### src/hdl/hst_pkg.sv
`timescale 1ns / 1ps

package hst_pkg;

    localparam int IN_DATA_W  = 200;
    localparam int OUT_DATA_W = 152;
    localparam int KIND_W     = 2;
    localparam int CFG_W      = 9;

    localparam logic [1:0] KIND_INSERT   = 2'd0;
    localparam logic [1:0] KIND_GET      = 2'd1;
    localparam logic [1:0] KIND_REMOVE   = 2'd2;
    localparam logic [1:0] KIND_READJUST = 2'd3;

    localparam logic [1:0] RES_OK    = 2'd0;
    localparam logic [1:0] RES_FULL  = 2'd1;
    localparam logic [1:0] RES_RANGE = 2'd2;

    typedef struct packed {
        logic load;
        logic clear;
        logic scan;
        logic rd_key;
        logic rm_key;
        logic get_cap;
        logic set_full;
        logic set_range;
        logic out_load;
    } hst_cmd_t;

    typedef struct packed {
        logic [1:0] kind;
        logic       key_ok;
        logic       n_zero;
        logic       chk_vld;
        logic       chk_zero;
        logic       chk_last;
        logic       clr_last;
        logic       out_free;
    } hst_sts_t;

endpackage

### src/hdl/hst_ctrl.sv
`timescale 1ns / 1ps

module hst_ctrl
    import hst_pkg::*;
(
    input  logic     aclk,
    input  logic     aresetn,
    input  logic     s_tvalid,
    output logic     s_tready,
    input  hst_sts_t sts,
    output hst_cmd_t cmd
);

    localparam logic [2:0] S_CLEAR    = 3'd0;
    localparam logic [2:0] S_IDLE     = 3'd1;
    localparam logic [2:0] S_DISPATCH = 3'd2;
    localparam logic [2:0] S_GET_WAIT = 3'd3;
    localparam logic [2:0] S_SCAN     = 3'd4;
    localparam logic [2:0] S_DONE     = 3'd5;

    logic [2:0] state_reg;
    logic [2:0] state_next;

    assign s_tready = (state_reg == S_IDLE);

    always_comb begin
        state_next = state_reg;
        cmd        = '0;
        case (state_reg)
            S_CLEAR: begin
                cmd.clear = 1'b1;
                if (sts.clr_last) begin
                    state_next = S_IDLE;
                end
            end
            S_IDLE: begin
                if (s_tvalid) begin
                    cmd.load   = 1'b1;
                    state_next = S_DISPATCH;
                end
            end
            S_DISPATCH: begin
                case (sts.kind)
                    KIND_INSERT: begin
                        if (sts.n_zero) begin
                            cmd.set_full = 1'b1;
                            state_next   = S_DONE;
                        end else begin
                            state_next = S_SCAN;
                        end
                    end
                    KIND_GET: begin
                        if (sts.key_ok) begin
                            cmd.rd_key = 1'b1;
                            state_next = S_GET_WAIT;
                        end else begin
                            cmd.set_range = 1'b1;
                            state_next    = S_DONE;
                        end
                    end
                    KIND_REMOVE: begin
                        if (sts.key_ok) begin
                            cmd.rm_key = 1'b1;
                        end else begin
                            cmd.set_range = 1'b1;
                        end
                        state_next = S_DONE;
                    end
                    default: begin
                        if (sts.n_zero) begin
                            state_next = S_DONE;
                        end else begin
                            state_next = S_SCAN;
                        end
                    end
                endcase
            end
            S_GET_WAIT: begin
                cmd.get_cap = 1'b1;
                state_next  = S_DONE;
            end
            S_SCAN: begin
                cmd.scan = 1'b1;
                if (sts.chk_vld) begin
                    if (sts.kind == KIND_INSERT) begin
                        if (sts.chk_zero || sts.chk_last) begin
                            state_next = S_DONE;
                        end
                    end else if (sts.chk_last) begin
                        state_next = S_DONE;
                    end
                end
            end
            S_DONE: begin
                if (sts.out_free) begin
                    cmd.out_load = 1'b1;
                    state_next   = S_IDLE;
                end
            end
            default: begin
                state_next = S_IDLE;
            end
        endcase
    end

    always_ff @(posedge aclk) begin
        if (!aresetn) begin
            state_reg <= S_CLEAR;
        end else begin
            state_reg <= state_next;
        end
    end

endmodule

### config.mk
export PLATFORM = sky130hd
export DESIGN_NAME = hst_ctrl
export DESIGN_NICKNAME = d
export VERILOG_FILES = /design/src/hdl/hst_pkg.sv /design/src/hdl/hst_ctrl.sv
export SDC_FILE = /design/constraint.sdc
export NUM_CORES = 1
export LEC_CHECK = 0
export CAP_MARGIN = 10
export CORE_AREA = 2 2 39 41
export DETAILED_ROUTE_END_ITERATION = 10
export DIE_AREA = 0 0 41 43
export DONT_BUFFER_PORTS = 1
export PLACE_DENSITY = 0.49
export SLEW_MARGIN = 25
export SYNTH_ARGS = -nofsm -noshare
export SYNTH_HDL_FRONTEND = slang
export SYNTH_SLANG_ARGS = --single-unit
### constraint.sdc
create_clock -name aclk -period 1.94 [get_ports aclk]
set_clock_uncertainty 0.2 [all_clocks]
set_input_delay 0.582 -clock aclk [delete_from_list [all_inputs] [get_ports aclk]]
set_output_delay 0.582 -clock aclk [all_outputs]
set_load 0.005 [all_outputs]
==> flow_metrics.tcl <==
set metrics [dict create \
    ioPinCount 22 \
    fin_crit_ns 1.94 \
    ctsHtreeMaxLevel 1 \
    antenna_found_initial 0 \
    ys_ff_latch 3 \
    initial_utilization_pct 23.4 \
    viasPerCell 5.13 \
    synth_edf_count 0 \
    clk_pin_slew_ns 0.04 \
    r2r_end "state_reg[0]" \
    hold_start "aresetn" \
    synth_area_sq_um 324 \
    ctsHoldBuffers 0 \
    cts-buffers-inserted 3 \
    leakagePower_nw 0.201 \
    ys_types 25 \
    rsz0062_at_grt "yes" \
    yosysSeqAreaShare_pct 18.5 \
    cts.sinks 3 \
    maxSlewHeadroom_pct 84.7 \
    startpoint_type "flip-flop" \
    status "complete, no violations" \
    fin_crit_sh_pct 99.9 \
    p_total_mw 0.261 \
    arrival_ns 1.16 \
    tightestPinTransition_ns 0.228 \
    drtPass1Iterations 4 \
    die_y_um 43 \
    cts_tree "built" \
    crit_type "reg -> out" \
    largest_reg_flops 3 \
    end_kind "output pin" \
    drc 0 \
    holdPathStages 1 \
    clk-insertion-delay-late_ns 0.23 \
    die_width_um 41 \
    multiInputGateArea_sq_um 292 \
    finalWirelength_um 821 \
    die_area_sq_mm 0.00176 \
    wl_per_cell_um 12.1 \
    slew_viol_final 0 \
    track_usage_pct 10.5 \
    min_path_type "in -> reg" \
    r2r_slack_ns 0.58 \
    yosys_warnings 0 \
    num_rows 14 \
    diodes 0 \
    r2r-start "state_reg[0]" \
    syn2layout_area_growth_pct 45.9 \
    grt_max_degree 12 \
    root_buffer "clkbuf_4" \
    async_flop_share_pct 0 \
    vias 349 \
    gp_congestion 0.660 \
    synth_top_area_share_pct 18.5 \
    io_buffers 0 \
    whs_ns 0.260 \
    seqCellArea_sq_um 66.3 \
    grt_pass1_vias 311 \
    grt_overflow 0 \
    cts_buffer_depth 2 \
    cp_max_fo 4 \
    dpl.hpwl_um 679 \
    powerDensity_mw_per_mm2 553 \
    drtIter0Drc 4 \
    instances_no_fill 68 \
    setup_violations 0 \
    yosys-top-cells-area "dfxtp_1, ha_1, nor2_1, and3_1, nand2b_1" \
    ys.flop_type "dfxtp_1" \
    syn_inst 42 \
    yosys.area.top_type "dfxtp_1" \
    synth_fp_nets 58 \
    place_inst 62 \
    fmax_ghz 0.516 \
    core-area_sq_mm 0.00138 \
    hold_viol_final 0 \
    drive_gt1_share_pct 46.2 \
    cp.required_ns 1.16 \
    peakVddDrop_mv 0.200 \
    ant_nets 0 \
    layout.nets 69 \
    hold_end "state_reg[1]" \
    cap_viol_max_count 0 \
    syn_avg_cell_area_sq_um 7.72 \
    fillCellCount 159 \
    grt_pass1_wl_um 1210 \
    rr_worst_depth 4 \
]
-- final cells by class --
type,count,area share (%)
inverter,4,3.44
timing repair buffer,7,11.1
multi-input combinational,34,61.6
clock buffer,4,5.56
tap,16,4.23
sequential,3,14.0
-- report_power, final --
group / internal [mW] / switching [mW]
Combinational: 0.0420 / 0.0386
Sequential: 0.0664 / 0.00388
Clock: 0.0772 / 0.0334
-- worst max-delay path by stage --
| stage | start | to | slack, ns | cells past startpoint |
|---|---|---|---|---|
| finish | state_reg[1] | cmd[8] | 0.002 | 3 |
| global route | state_reg[1] | cmd[8] | -0.04 | 3 |
| CTS | state_reg[1] | cmd[8] | -0.01 | 3 |
| detailed placement | sts[7] | cmd[1] | -0.004 | 3 |
| global placement | sts[7] | cmd[1] | -0.009 | 3 |
| floorplan | sts[7] | cmd[1] | 0.008 | 3 |
-- placed cells by master, fill, tap and decap left out, drive strengths merged --
master | Yosys | routed
nand2 | 1 | 1
nor2 | 6 | 6
nand2b | 3 | 3
a31oi | 1 | 1
clkbuf | 0 | 4
a21boi | 1 | 1
and2 | 1 | 1
nor4b | 2 | 2
and3 | 3 | 3
a21oi | 2 | 2
nor3 | 1 | 1
o221ai | 1 | 1
o2bb2ai | 1 | 1
a211o | 1 | 1
buf | 1 | 7
dfxtp | 3 | 3
o21a | 2 | 2
or3 | 1 | 1
inv | 3 | 3
ha | 4 | 4
o21ai | 1 | 1
clkinv | 1 | 1
nor2b | 1 | 1
nand3 | 1 | 1
-- cells in the mapped netlist, drive strengths merged (2+ instances only) --
cell and count:
nor2 6, ha 4, and3 3, dfxtp 3, inv 3, nand2b 3, a21oi 2, nor4b 2
o21a 2
-- timing repair --
action                                  CTS  global route
cloned                                    0             0
pin swaps                                 0             1
endpoints found under the setup margin    5             6
setup buffers                             2             0
gates resized for setup                   9             4
-- metal layers --
metal | vias up | wire length, um | GRT usage [%]
met5 | - | 0 | 0
li1 | 170 | - | -
met2 | 20 | 366 | 13.4
met1 | 159 | 332 | 12.5
met3 | 0 | 122 | 5.76
met4 | 0 | 0 | 8.00
-- stage by stage --
stage                     setup slack [ns]  util, %  instance area (sq um)  setup TNS [ns]
after floorplan                    0.00816        -                    330               0
after global placement            -0.00936     27.7                    383        -0.00936
after detailed placement          -0.00424     27.7                    383        -0.00424
after CTS                          -0.0106     32.8                    454         -0.0106
after global routing               -0.0394     34.2                    473         -0.0394
final                              0.00230     34.2                    473               0
-- worst max-delay path, stage by stage, from the launching register on --
cell and delay, ns:
dfxtp_4 0.34, or3_4 0.39, clkinv_2 0.06, and2_4 0.14
-- kinds of logic after synthesis --
group	Yosys count	share of synthesized area, %
adders and majority gates	4	15.4
buffers and inverters	5	6.17
AOI/OAI and AO/OA	10	21.6
DFF	3	18.5
and+or+nand+nor	20	38.2
No activity file was read; power rests on OpenSTA's default activity.
